## config.mk

```make
export PLATFORM = sky130hd
export DESIGN_NAME = disc_track_playback_sequencer_flat
export DESIGN_NICKNAME = d
export VERILOG_FILES = /design/src/design/dtps_pkg.sv /design/src/design/dtps_if.sv /design/src/design/dtps_front.sv /design/src/design/dtps_back.sv /design/src/design/disc_track_playback_sequencer.sv /design/src/flat_wrapper.sv
export SDC_FILE = /design/constraint.sdc
export NUM_CORES = 2
export LEC_CHECK = 0
export ABC_AREA = 1
export BUFFER_PORTS_ARGS = -buffer_cell sky130_fd_sc_hd__buf_2
export CORE_MARGIN = 8
export CORE_UTILIZATION = 60
export CTS_CLUSTER_DIAMETER = 150
export CTS_CLUSTER_SIZE = 30
export DETAILED_ROUTE_END_ITERATION = 8
export PLACE_DENSITY = 0.77
export SLEW_MARGIN = 20
export SYNTH_ARGS = -nofsm -noshare
export SYNTH_HDL_FRONTEND = slang
export SYNTH_HIERARCHICAL = 1
export SYNTH_SLANG_ARGS = --single-unit
export TNS_END_PERCENT = 100
```

## constraint.sdc

```tcl
create_clock -name clk -period 6.05 [get_ports clk]
set_input_delay 0.3025 -clock clk [delete_from_list [all_inputs] [get_ports clk]]
set_output_delay 0.3025 -clock clk [all_outputs]
set_load 0.005 [all_outputs]
```

## src/design/dtps_pkg.sv

```systemverilog
// Shared constants, codes and types of the disc track playback sequencer.
package dtps_pkg;

  // Table geometry and chunk size
  localparam int TRACK_COUNT = 32;
  localparam int CHUNK_BYTES = 18816;
  localparam int TRACK_IDX_W = (TRACK_COUNT > 1) ? $clog2(TRACK_COUNT) : 1;

  // Field widths
  localparam int ADDR_W      = 30;
  localparam int ACTION_W    = 3;
  localparam int INDEX_W     = 8;
  localparam int KIND_W      = 2;
  localparam int TRACK_OUT_W = 5;
  localparam int STATUS_W    = 2;
  localparam int EVENT_W     = 2;

  // Derived constants
  localparam logic [INDEX_W-1:0]     INDEX_LIMIT = INDEX_W'(TRACK_COUNT);
  localparam logic [TRACK_IDX_W-1:0] LAST_TRACK  = TRACK_IDX_W'(TRACK_COUNT - 1);
  localparam logic [ADDR_W:0]        CHUNK_ADD   = (ADDR_W + 1)'(CHUNK_BYTES);

  // Action codes on the input channel
  localparam logic [ACTION_W-1:0] ACT_LOAD   = 3'd0;
  localparam logic [ACTION_W-1:0] ACT_PLAY   = 3'd1;
  localparam logic [ACTION_W-1:0] ACT_STOP   = 3'd2;
  localparam logic [ACTION_W-1:0] ACT_PAUSE  = 3'd3;
  localparam logic [ACTION_W-1:0] ACT_RESUME = 3'd4;
  localparam logic [ACTION_W-1:0] ACT_TICK   = 3'd5;

  // Track kinds
  localparam logic [KIND_W-1:0] KIND_EMPTY = 2'd0;
  localparam logic [KIND_W-1:0] KIND_OTHER = 2'd2;
  localparam logic [KIND_W-1:0] KIND_BAD   = 2'd3;

  // Classified operation handed from front to back
  typedef enum logic [2:0] {
    OP_LOAD,
    OP_PLAY,
    OP_STOP,
    OP_RESUME,
    OP_TICK,
    OP_NOP
  } op_t;

  typedef enum logic [STATUS_W-1:0] {
    MODE_STOPPED = 2'd0,
    MODE_PLAYING = 2'd1,
    MODE_PENDING = 2'd2
  } mode_t;

  typedef enum logic [EVENT_W-1:0] {
    EV_NONE     = 2'd0,
    EV_LOOPED   = 2'd1,
    EV_ADVANCED = 2'd2,
    EV_STOPPED  = 2'd3
  } event_t;

  typedef struct packed {
    op_t                    op;
    logic                   in_range;
    logic [TRACK_IDX_W-1:0] idx;
    logic [ADDR_W-1:0]      offset;
    logic [KIND_W-1:0]      kind;
    logic                   loop_flag;
  } cmd_t;

  // Queue head as seen by the back end
  typedef struct packed {
    logic valid;
    cmd_t cmd;
  } head_t;

endpackage

```

## src/design/dtps_if.sv

```systemverilog
// Valid/ready channel interfaces for the command and result words.
interface dtps_in_if;
  logic                           valid;
  logic                           ready;
  logic [dtps_pkg::ACTION_W-1:0]  action;
  logic [dtps_pkg::INDEX_W-1:0]   track_index;
  logic [dtps_pkg::ADDR_W-1:0]    entry_offset;
  logic [dtps_pkg::KIND_W-1:0]    entry_kind;
  logic                           loop_flag;

  modport source (
    output valid, action, track_index, entry_offset, entry_kind, loop_flag,
    input  ready
  );
  modport sink (
    input  valid, action, track_index, entry_offset, entry_kind, loop_flag,
    output ready
  );
endinterface

interface dtps_out_if;
  logic                              valid;
  logic                              ready;
  logic                              read_valid;
  logic [dtps_pkg::ADDR_W-1:0]       read_address;
  logic [dtps_pkg::TRACK_OUT_W-1:0]  playing_track;
  logic [dtps_pkg::STATUS_W-1:0]     play_status;
  logic [dtps_pkg::EVENT_W-1:0]      end_event;
  logic                              rejected;

  modport source (
    output valid, read_valid, read_address, playing_track, play_status, end_event,
           rejected,
    input  ready
  );
  modport sink (
    input  valid, read_valid, read_address, playing_track, play_status, end_event,
           rejected,
    output ready
  );
endinterface

```

## src/design/dtps_front.sv

```systemverilog
// Front end: accepts command words, classifies them and queues them for the back end.
module dtps_front (
  input  logic            clk,
  input  logic            rst_n,
  dtps_in_if.sink         in_ch,
  input  logic            pop,
  output dtps_pkg::head_t head
);

  localparam int QDEPTH = 2;
  localparam int QPTR_W = $clog2(QDEPTH);

  dtps_pkg::cmd_t    queue_r [QDEPTH];
  logic [QPTR_W-1:0] wr_ptr_r, wr_ptr_nxt;
  logic [QPTR_W-1:0] rd_ptr_r, rd_ptr_nxt;
  logic [QPTR_W:0]   count_r, count_nxt;
  dtps_pkg::cmd_t    cmd;
  logic              push;

  // Classify the incoming word
  always_comb begin
    cmd.in_range  = in_ch.track_index < dtps_pkg::INDEX_LIMIT;
    cmd.idx       = in_ch.track_index[dtps_pkg::TRACK_IDX_W-1:0];
    cmd.offset    = in_ch.entry_offset;
    cmd.kind      = (in_ch.entry_kind == dtps_pkg::KIND_BAD) ? dtps_pkg::KIND_OTHER
                                                             : in_ch.entry_kind;
    cmd.loop_flag = in_ch.loop_flag;
    case (in_ch.action)
      dtps_pkg::ACT_LOAD:                      cmd.op = dtps_pkg::OP_LOAD;
      dtps_pkg::ACT_PLAY:                      cmd.op = dtps_pkg::OP_PLAY;
      dtps_pkg::ACT_STOP, dtps_pkg::ACT_PAUSE: cmd.op = dtps_pkg::OP_STOP;
      dtps_pkg::ACT_RESUME:                    cmd.op = dtps_pkg::OP_RESUME;
      dtps_pkg::ACT_TICK:                      cmd.op = dtps_pkg::OP_TICK;
      default:                                 cmd.op = dtps_pkg::OP_NOP;
    endcase
  end

  // Queue pointers and fill level
  assign in_ch.ready = (count_r != (QPTR_W + 1)'(QDEPTH));
  assign push        = in_ch.valid && in_ch.ready;

  always_comb begin
    wr_ptr_nxt = push ? wr_ptr_r + 1'b1 : wr_ptr_r;
    rd_ptr_nxt = pop  ? rd_ptr_r + 1'b1 : rd_ptr_r;
    count_nxt  = count_r;
    if (push && !pop) begin
      count_nxt = count_r + 1'b1;
    end else if (pop && !push) begin
      count_nxt = count_r - 1'b1;
    end
  end

  always_ff @(posedge clk) begin
    if (!rst_n) begin
      wr_ptr_r <= '0;
      rd_ptr_r <= '0;
      count_r  <= '0;
    end else begin
      wr_ptr_r <= wr_ptr_nxt;
      rd_ptr_r <= rd_ptr_nxt;
      count_r  <= count_nxt;
    end
  end

  // Hold the queued words
  always_ff @(posedge clk) begin
    if (push) begin
      queue_r[wr_ptr_r] <= cmd;
    end
  end

  assign head.valid = (count_r != '0);
  assign head.cmd   = queue_r[rd_ptr_r];

endmodule

```

## src/design/dtps_back.sv

```systemverilog
// Back end: track table, playback state and the registered result word.
module dtps_back (
  input  logic                          clk,
  input  logic                          rst_n,
  input  logic                          cfg_we,
  input  logic [dtps_pkg::ADDR_W-1:0]   cfg_wdata,
  input  dtps_pkg::head_t               head,
  output logic                          pop,
  output logic                          exec,
  dtps_out_if.source                    out_ch
);

  localparam int TRACK_OUT_W = dtps_pkg::TRACK_OUT_W;

  typedef struct packed {
    logic [dtps_pkg::ADDR_W-1:0] start;
    logic [dtps_pkg::KIND_W-1:0] kind;
  } entry_t;

  typedef enum logic {
    S_IDLE,
    S_EXEC
  } state_t;

  // Track table memory, one write and two registered reads
  entry_t                              mem [dtps_pkg::TRACK_COUNT];
  logic                                mem_we;
  logic [dtps_pkg::TRACK_IDX_W-1:0]    rd_addr1;
  entry_t                              rd_cur_r, rd_nxt_r;
  logic                                cur_ok_r, nxt_ok_r;

  // Control and playback state
  state_t                              state_r, state_nxt;
  dtps_pkg::mode_t                     mode_r, mode_nxt;
  logic [dtps_pkg::TRACK_IDX_W-1:0]    track_r, track_nxt;
  logic                                repeat_r, repeat_nxt;
  logic [dtps_pkg::ADDR_W-1:0]         pos_r, pos_nxt;
  logic [dtps_pkg::ADDR_W-1:0]         disc_size_r;
  logic [dtps_pkg::TRACK_COUNT-1:0]    entry_ok_r, entry_ok_nxt;

  // Result register
  logic                                out_valid_r, out_valid_nxt;
  logic                                out_rvalid_r;
  logic [dtps_pkg::ADDR_W-1:0]         out_raddr_r;
  logic [TRACK_OUT_W-1:0]              out_track_r;
  dtps_pkg::mode_t                     out_status_r;
  dtps_pkg::event_t                    out_event_r;
  logic                                out_rej_r;

  // Result of the current step
  logic                                res_fire;
  logic                                res_rvalid;
  logic [dtps_pkg::ADDR_W-1:0]         res_addr;
  dtps_pkg::event_t                    res_event;
  logic                                res_rej;

  // Tick datapath
  logic [dtps_pkg::ADDR_W-1:0]         cur_start, nxt_start, base, trk_end;
  logic [dtps_pkg::KIND_W-1:0]         cur_kind, nxt_kind;
  logic [dtps_pkg::ADDR_W:0]           npos;
  logic                                is_last, passed, slot_free;

  assign is_last  = (track_r == dtps_pkg::LAST_TRACK);
  assign rd_addr1 = is_last ? track_r : track_r + 1'b1;

  always_ff @(posedge clk) begin
    if (mem_we) begin
      mem[head.cmd.idx] <= '{start: head.cmd.offset, kind: head.cmd.kind};
    end
    rd_cur_r <= mem[track_r];
    rd_nxt_r <= mem[rd_addr1];
    cur_ok_r <= entry_ok_r[track_r];
    nxt_ok_r <= entry_ok_r[rd_addr1];
  end

  // Unwritten entries read as empty at offset zero
  assign cur_start = cur_ok_r ? rd_cur_r.start : '0;
  assign cur_kind  = cur_ok_r ? rd_cur_r.kind  : dtps_pkg::KIND_EMPTY;
  assign nxt_start = nxt_ok_r ? rd_nxt_r.start : '0;
  assign nxt_kind  = nxt_ok_r ? rd_nxt_r.kind  : dtps_pkg::KIND_EMPTY;

  // Track end, advanced position and end test
  always_comb begin
    base = (mode_r == dtps_pkg::MODE_PENDING) ? cur_start : pos_r;
    npos = {1'b0, base} + dtps_pkg::CHUNK_ADD;
    if (cur_kind == dtps_pkg::KIND_EMPTY) begin
      trk_end = cur_start;
    end else if (is_last || nxt_kind == dtps_pkg::KIND_EMPTY) begin
      trk_end = disc_size_r;
    end else begin
      trk_end = nxt_start;
    end
    passed = npos[dtps_pkg::ADDR_W] || (npos[dtps_pkg::ADDR_W-1:0] > trk_end);
  end

  // Step the sequencer
  assign slot_free = !out_valid_r || out_ch.ready;

  always_comb begin
    state_nxt     = state_r;
    mode_nxt      = mode_r;
    track_nxt     = track_r;
    repeat_nxt    = repeat_r;
    pos_nxt       = pos_r;
    entry_ok_nxt  = entry_ok_r;
    out_valid_nxt = out_valid_r && !out_ch.ready;
    pop           = 1'b0;
    mem_we        = 1'b0;
    res_fire      = 1'b0;
    res_rvalid    = 1'b0;
    res_addr      = '0;
    res_event     = dtps_pkg::EV_NONE;
    res_rej       = 1'b0;
    case (state_r)
      S_IDLE: begin
        if (head.valid && slot_free) begin
          pop      = 1'b1;
          res_fire = 1'b1;
          case (head.cmd.op)
            dtps_pkg::OP_LOAD: begin
              if (head.cmd.in_range) begin
                mem_we                    = 1'b1;
                entry_ok_nxt[head.cmd.idx] = 1'b1;
              end
            end
            dtps_pkg::OP_PLAY: begin
              if (head.cmd.in_range) begin
                mode_nxt   = dtps_pkg::MODE_PENDING;
                track_nxt  = head.cmd.idx;
                repeat_nxt = head.cmd.loop_flag;
              end else begin
                res_rej = 1'b1;
              end
            end
            dtps_pkg::OP_STOP:   mode_nxt = dtps_pkg::MODE_STOPPED;
            dtps_pkg::OP_RESUME: mode_nxt = dtps_pkg::MODE_PLAYING;
            dtps_pkg::OP_TICK: begin
              // a stopped block answers with silence at once
              if (mode_r != dtps_pkg::MODE_STOPPED) begin
                res_fire  = 1'b0;
                state_nxt = S_EXEC;
              end
            end
            default: ;
          endcase
        end
      end
      S_EXEC: begin
        state_nxt  = S_IDLE;
        res_fire   = 1'b1;
        res_rvalid = 1'b1;
        res_addr   = base;
        mode_nxt   = dtps_pkg::MODE_PLAYING;
        if (!passed) begin
          pos_nxt = npos[dtps_pkg::ADDR_W-1:0];
        end else if (repeat_r) begin
          pos_nxt   = cur_start;
          res_event = dtps_pkg::EV_LOOPED;
        end else begin
          // saturate on overflow, keep reading on into the next track
          pos_nxt = npos[dtps_pkg::ADDR_W] ? '1 : npos[dtps_pkg::ADDR_W-1:0];
          if (is_last) begin
            mode_nxt  = dtps_pkg::MODE_STOPPED;
            res_event = dtps_pkg::EV_STOPPED;
          end else begin
            track_nxt = track_r + 1'b1;
            if (nxt_kind == dtps_pkg::KIND_EMPTY) begin
              mode_nxt  = dtps_pkg::MODE_STOPPED;
              res_event = dtps_pkg::EV_STOPPED;
            end else begin
              res_event = dtps_pkg::EV_ADVANCED;
            end
          end
        end
      end
      default: state_nxt = S_IDLE;
    endcase
    if (res_fire) begin
      out_valid_nxt = 1'b1;
    end
  end

  // State, playback registers and result register
  always_ff @(posedge clk) begin
    if (!rst_n) begin
      state_r     <= S_IDLE;
      mode_r      <= dtps_pkg::MODE_STOPPED;
      track_r     <= '0;
      repeat_r    <= 1'b0;
      pos_r       <= '0;
      disc_size_r <= '0;
      entry_ok_r  <= '0;
      out_valid_r <= 1'b0;
    end else begin
      state_r     <= state_nxt;
      mode_r      <= mode_nxt;
      track_r     <= track_nxt;
      repeat_r    <= repeat_nxt;
      pos_r       <= pos_nxt;
      entry_ok_r  <= entry_ok_nxt;
      out_valid_r <= out_valid_nxt;
      if (cfg_we) begin
        disc_size_r <= cfg_wdata;
      end
    end
    if (res_fire) begin
      out_rvalid_r <= res_rvalid;
      out_raddr_r  <= res_addr;
      out_track_r  <= TRACK_OUT_W'(track_nxt);
      out_status_r <= mode_nxt;
      out_event_r  <= res_event;
      out_rej_r    <= res_rej;
    end
  end

  assign exec                 = (state_r == S_EXEC);
  assign out_ch.valid         = out_valid_r;
  assign out_ch.read_valid    = out_rvalid_r;
  assign out_ch.read_address  = out_raddr_r;
  assign out_ch.playing_track = out_track_r;
  assign out_ch.play_status   = out_status_r;
  assign out_ch.end_event     = out_event_r;
  assign out_ch.rejected      = out_rej_r;

endmodule

```

## src/design/disc_track_playback_sequencer.sv

```systemverilog
// Top level of the disc track playback sequencer: front end, queue and back end.
//
//   channel   direction  handshake          payload
//   in_ch     in         valid/ready        action, track_index, entry_offset,
//                                           entry_kind, loop_flag
//   out_ch    out        valid/ready        read_valid, read_address, playing_track,
//                                           play_status, end_event, rejected
//   cfg       in         cfg_we             cfg_wdata (disc size, 30 bits)
//
// Every command word gives exactly one result word.
// A tick of a playing block does the registered read of the current and next table
// entries in S_IDLE, then the end test and update in S_EXEC.
// Every other word, and a tick of a stopped block, is finished in S_IDLE.
// Reset is synchronous: table entries read as empty at once, with no sweep.
// A two-word queue decouples intake from execution; a stalled result holds
// the back end while the front keeps taking words until the queue is full.
module disc_track_playback_sequencer (
  input  logic                        clk,
  input  logic                        rst_n,
  input  logic                        cfg_we,
  input  logic [dtps_pkg::ADDR_W-1:0] cfg_wdata,
  dtps_in_if.sink                     in_ch,
  dtps_out_if.source                  out_ch
);

  dtps_pkg::head_t q_head;
  logic            q_pop;
  logic            exec;

  dtps_front u_front (
    .clk   (clk),
    .rst_n (rst_n),
    .in_ch (in_ch),
    .pop   (q_pop),
    .head  (q_head)
  );

  dtps_back u_back (
    .clk       (clk),
    .rst_n     (rst_n),
    .cfg_we    (cfg_we),
    .cfg_wdata (cfg_wdata),
    .head      (q_head),
    .pop       (q_pop),
    .exec      (exec),
    .out_ch    (out_ch)
  );

  // Back end never pops an empty queue
  a_pop_has_head: assert property (@(posedge clk) disable iff (!rst_n)
    q_pop |-> q_head.valid)
    else $error("queue popped while empty");

  // Result slot is free while a tick is being worked out
  a_exec_slot_free: assert property (@(posedge clk) disable iff (!rst_n)
    exec |-> !out_ch.valid)
    else $error("result register busy during tick execution");

  // A chunk read always leaves the block out of the pending state
  a_read_not_pending: assert property (@(posedge clk) disable iff (!rst_n)
    (out_ch.valid && out_ch.read_valid) |-> (out_ch.play_status != dtps_pkg::MODE_PENDING))
    else $error("pending status after a chunk read");

  // End events only come with a chunk read
  a_event_has_read: assert property (@(posedge clk) disable iff (!rst_n)
    (out_ch.valid && out_ch.end_event != dtps_pkg::EV_NONE) |-> out_ch.read_valid)
    else $error("end event without a chunk read");

endmodule

```

## src/flat_wrapper.sv

```systemverilog
// flat-port wrapper written by rule: the top's interface ports become plain ports
module disc_track_playback_sequencer_flat 
  (clk, rst_n, cfg_we, cfg_wdata, in_ch_valid, in_ch_action, in_ch_track_index, in_ch_entry_offset, in_ch_entry_kind, in_ch_loop_flag, in_ch_ready, out_ch_valid, out_ch_read_valid, out_ch_read_address, out_ch_playing_track, out_ch_play_status, out_ch_end_event, out_ch_rejected, out_ch_ready);
  dtps_in_if in_ch_i ();
  dtps_out_if out_ch_i ();
  input  logic clk;
  input  logic rst_n;
  input  logic cfg_we;
  input  logic [dtps_pkg::ADDR_W-1:0] cfg_wdata;
  input wire logic [$bits(in_ch_i.valid)-1:0] in_ch_valid;
  input wire logic [$bits(in_ch_i.action)-1:0] in_ch_action;
  input wire logic [$bits(in_ch_i.track_index)-1:0] in_ch_track_index;
  input wire logic [$bits(in_ch_i.entry_offset)-1:0] in_ch_entry_offset;
  input wire logic [$bits(in_ch_i.entry_kind)-1:0] in_ch_entry_kind;
  input wire logic [$bits(in_ch_i.loop_flag)-1:0] in_ch_loop_flag;
  output wire logic [$bits(in_ch_i.ready)-1:0] in_ch_ready;
  output wire logic [$bits(out_ch_i.valid)-1:0] out_ch_valid;
  output wire logic [$bits(out_ch_i.read_valid)-1:0] out_ch_read_valid;
  output wire logic [$bits(out_ch_i.read_address)-1:0] out_ch_read_address;
  output wire logic [$bits(out_ch_i.playing_track)-1:0] out_ch_playing_track;
  output wire logic [$bits(out_ch_i.play_status)-1:0] out_ch_play_status;
  output wire logic [$bits(out_ch_i.end_event)-1:0] out_ch_end_event;
  output wire logic [$bits(out_ch_i.rejected)-1:0] out_ch_rejected;
  input wire logic [$bits(out_ch_i.ready)-1:0] out_ch_ready;
  assign in_ch_i.valid = in_ch_valid;
  assign in_ch_i.action = in_ch_action;
  assign in_ch_i.track_index = in_ch_track_index;
  assign in_ch_i.entry_offset = in_ch_entry_offset;
  assign in_ch_i.entry_kind = in_ch_entry_kind;
  assign in_ch_i.loop_flag = in_ch_loop_flag;
  assign in_ch_ready = in_ch_i.ready;
  assign out_ch_valid = out_ch_i.valid;
  assign out_ch_read_valid = out_ch_i.read_valid;
  assign out_ch_read_address = out_ch_i.read_address;
  assign out_ch_playing_track = out_ch_i.playing_track;
  assign out_ch_play_status = out_ch_i.play_status;
  assign out_ch_end_event = out_ch_i.end_event;
  assign out_ch_rejected = out_ch_i.rejected;
  assign out_ch_i.ready = out_ch_ready;
  disc_track_playback_sequencer u_core (.clk(clk), .rst_n(rst_n), .cfg_we(cfg_we), .cfg_wdata(cfg_wdata), .in_ch(in_ch_i), .out_ch(out_ch_i));
endmodule
```

==> impl_metrics.py <==
metrics = {
    "yosys": {
        "yosysSeqAreaShare_pct": 59.9,
        "synth_compound_gate_area_share_pct": 18.9,
        "async_flop_share_pct": 0,
        "ys_ff_latch": 1322,
        "synth_top_family_by_area": "compound AO/OA/AOI/OAI gates",
        "ys_warn_count": 6,
        "synthAdderAreaFrac_pct": 0.632,
        "synth_xor_area_share_pct": 0.0276,
        "ys.flop_type": "edfxtp_1",
        "synth-edff-count": 1149,
        "ys_types": 52,
        "synthesis.area_um2": 63400,
        "syn_area_per_cell_um2": 9.93,
        "synthSimpleGateAreaFrac_pct": 13.0,
        "yosys-mux-area-fraction_pct": 1.99,
        "syn_inst": 6383,
        "synth.net_count": 6494,
    },
    "clock_network": {
        "clockBufferDepth": 3,
        "cts.reportedPaths.clkPinSlew_ns": 0.12,
        "clk_latency_ns": 0.73,
        "cts_tree": "yes",
        "clock_sinks": 1322,
        "cts_max_level": 2,
        "cts_buffers": 50,
        "cts_root_buf": "clkbuf_16",
    },
    "pwr": {
        "vdd_drop_max_mv": 0.458,
        "p_leak_nw": 23.6,
        "power_density_nw_per_um2": 331,
    },
    "routing": {
        "first_pass_iters": 7,
        "drtIter0Drc": 8580,
        "drc": 0,
        "ant_nets": 0,
        "vias": 52227,
        "wirelength_mm": 213,
        "wl_per_cell_um": 27.7,
        "vias_per_cell": 6.80,
    },
    "placement": {
        "port_buffers": 121,
        "place_congestion": 0.945,
        "dp_hpwl_mm": 120,
        "postPlaceCellArea_um2": 65000,
        "post-place-ws_ns": 0.944,
    },
    "floorplan": {
        "die_h_um": 341,
        "chipWidth_um": 341,
        "dieArea_um2": 116000,
        "ios": 122,
        "core_um2": 105000,
        "core.rowCount": 119,
        "initial_core_util_pct": 60.4,
    },
    "sta": {
        "final-setup-viol-count": 0,
        "fin_skew_ns": 0.0651,
        "finalHoldViolations": 0,
        "grt_setup_unrepaired": "no",
        "layout_setup_ws_ns": 0.842,
        "fin_crit_sh_pct": 86.1,
        "post-route-min-period_ns": 5.21,
        "slew_headroom_pct": 14.4,
        "slew_viol_final": 0,
        "fmax_ghz": 0.192,
        "fin_tns_setup_ns": 0,
        "holdWs_ns": 0.0652,
        "worst_slew_pin_slew_ns": 1.28,
    },
    "setup_path": {
        "cp_max_fo": 40,
        "cpPeakStageDelay_ns": 0.89,
        "crit_buf_inv": 3,
        "critPathRequiredTime_ns": 6.68,
        "arrival_ns": 5.84,
        "crit_slowest_cell": "dfxtp_2",
        "end_kind": "flip-flop",
        "worstSetupPathType": "reg -> reg",
        "crit_family": "simple AND/OR/NAND/NOR gates",
        "cpMostUsedCell": "nand2_1",
        "start_kind": "flip-flop",
    },
    "final_layout": {
        "drive_gt1_share_pct": 8.68,
        "fin_util_pct": 64.1,
        "layout_commonest_cell": "edfxtp_1",
        "nets": 6361,
        "final_cell_mix": "1149 x edfxtp_1, 979 x nor2_1, 958 x o21ai_0",
        "fin_area_um2": 67300,
        "area_growth_pct": 6.23,
    },
    "global_routing": {
        "grt_antenna_before_repair": 7,
        "grt_pass1_vias": 48469,
        "grt_pass1_wl_mm": 307,
        "grt_max_degree": 218,
        "grt.overflow.total": 0,
        "grt_usage_pct": 34.8,
    },
    "flow_run": {
        "cap_violations": 0,
    },
    "outcome": {
        "outcome": "complete, no violations",
    },
    "worst_hold_path": {
        "hp-class": "in -> reg",
    },
}
[per-stage QoR]
step	total power (W)	std cells
finish	0.0223	7683
global placement	0.0177	7512
detailed placement	0.0178	7513
CTS	0.0220	7680
global route	0.0230	7681
floorplan	0.0158	6383
[worst reg2reg max path: stages (launching register included)]
cell and delay, ns:
dfxtp_2 0.89, nand2_1 0.22, o21ai_2 0.32, nand2_1 0.08
nor2_1 0.14, nand2_1 0.11, nand2_2 0.25, nand3_1 0.22
nand2_1 0.11, inv_1 0.04, nor2_1 0.15, inv_1 0.07
ha_1 0.29, nand2_1 0.06, inv_1 0.08, nand3_1 0.08
nor3_1 0.21, nor2b_1 0.16, nand2_1 0.06, nand2_1 0.05
nand2_1 0.17, nand2_4 0.58, nand2_4 0.43, nand2_1 0.19
nand2_1 0.06, a21oi_1 0.13
[power by group]
| group | switching, W | internal (W) | leakage (nW) | total, W |
|---|---|---|---|---|
| Sequential | 0.000510 | 0.0111 | 11.8 | 0.0116 |
| Combinational | 0.00458 | 0.00167 | 11.1 | 0.00625 |
| Clock | 0.00276 | 0.00162 | 0.698 | 0.00437 |
[worst paths after layout]
path / from / end / slack (ns) / cells past startpoint
max: u_core/u_back/cur_ok_r / u_core/u_back/pos_r[9] / 0.84 / 25
min: in_ch_valid / u_core/u_front/wr_ptr_r / 0.07 / 4
max reg2reg: u_core/u_back/cur_ok_r / u_core/u_back/pos_r[9] / 0.84 / 25
min reg2reg: u_core/u_back/pos_r[6] / u_core/u_back/pos_r[6] / 0.47 / 2
[cells by family after synthesis]
| logic type | Yosys count |
|---|---|
| buffers and inverters | 858 |
| AOI/OAI and AO/OA | 2057 |
| muxes | 106 |
| and+or+nand+nor | 2006 |
| xor gates and xnor gates | 2 |
| DFF | 1322 |
| adders and majority gates | 32 |
[cells in the mapped netlist (6+ instances only)]
cell / count / share of area (%)
nand2_1: 611 / 3.6
buf_4: 8 / 0.095
buf_2: 66 / 0.52
inv_1: 346 / 2.0
nor2_1: 1014 / 6.0
o22a_1: 7 / 0.097
o32ai_1: 6 / 0.083
buf_12: 7 / 0.22
o211ai_1: 326 / 3.9
nor2_4: 6 / 0.11
edfxtp_1: 1149 / 54
nor3_1: 22 / 0.17
a211oi_1: 18 / 0.21
o22ai_1: 188 / 1.9
or2_2: 78 / 0.77
mux2_4: 40 / 0.95
o21bai_1: 9 / 0.11
mux2i_1: 64 / 1.0
ha_1: 32 / 0.63
inv_2: 8 / 0.047
a2bb2oi_1: 7 / 0.097
nand3_1: 233 / 1.8
clkbuf_1: 364 / 2.2
a311oi_1: 6 / 0.083
a21oi_2: 29 / 0.40
o221ai_1: 60 / 0.83
o21ai_2: 6 / 0.083
a21oi_1: 396 / 3.1
o21ai_0: 958 / 7.6
buf_6: 7 / 0.12
dfxtp_1: 173 / 5.5
buf_1: 45 / 0.27
nand2_2: 17 / 0.17
o31ai_1: 32 / 0.38
nand4_1: 10 / 0.099
[sequential cells by signal, indices dropped and copies added (netlist names), 30 cells and up, named ones only]
signal                             count
u_core/u_back/disc_size_r             30
u_core/u_back/entry_ok_r              32
u_core/u_back/mem                   1024
u_core/u_back/out_ch.read_address     30
u_core/u_back/pos_r                   30
u_core/u_back/rd_cur_r                32
u_core/u_back/rd_nxt_r                32
u_core/u_front/queue_r                84
[area by class of cell]
class / instances / area (µm²)
Antenna cell: 2 / 5.00
Clock buffer: 88 / 1390
Clock inverter: 4 / 92.6
Fill cell: 8083 / 37700
Inverter: 359 / 1390
Multi-Input combinational cell: 4203 / 22200
Sequential cell: 1322 / 38000
Tap cell: 1391 / 1740
Timing Repair Buffer: 314 / 2480
[metal layers]
layer  track usage [%]  routed length, µm
met5                 0                 13
met4              22.0              16400
met3              9.08              31700
met2              53.7              93100
met1              43.7              71400
[timing repair]
action | in CTS | in global routing
setup buffers | 0 | 0
hold buffers | 75 | 0
endpoints found under the hold margin | 116 | 0
gates resized for setup | 0 | 0
setup endpoints to repair | 0 | 0
No activity file was read; power rests on OpenSTA's default activity.
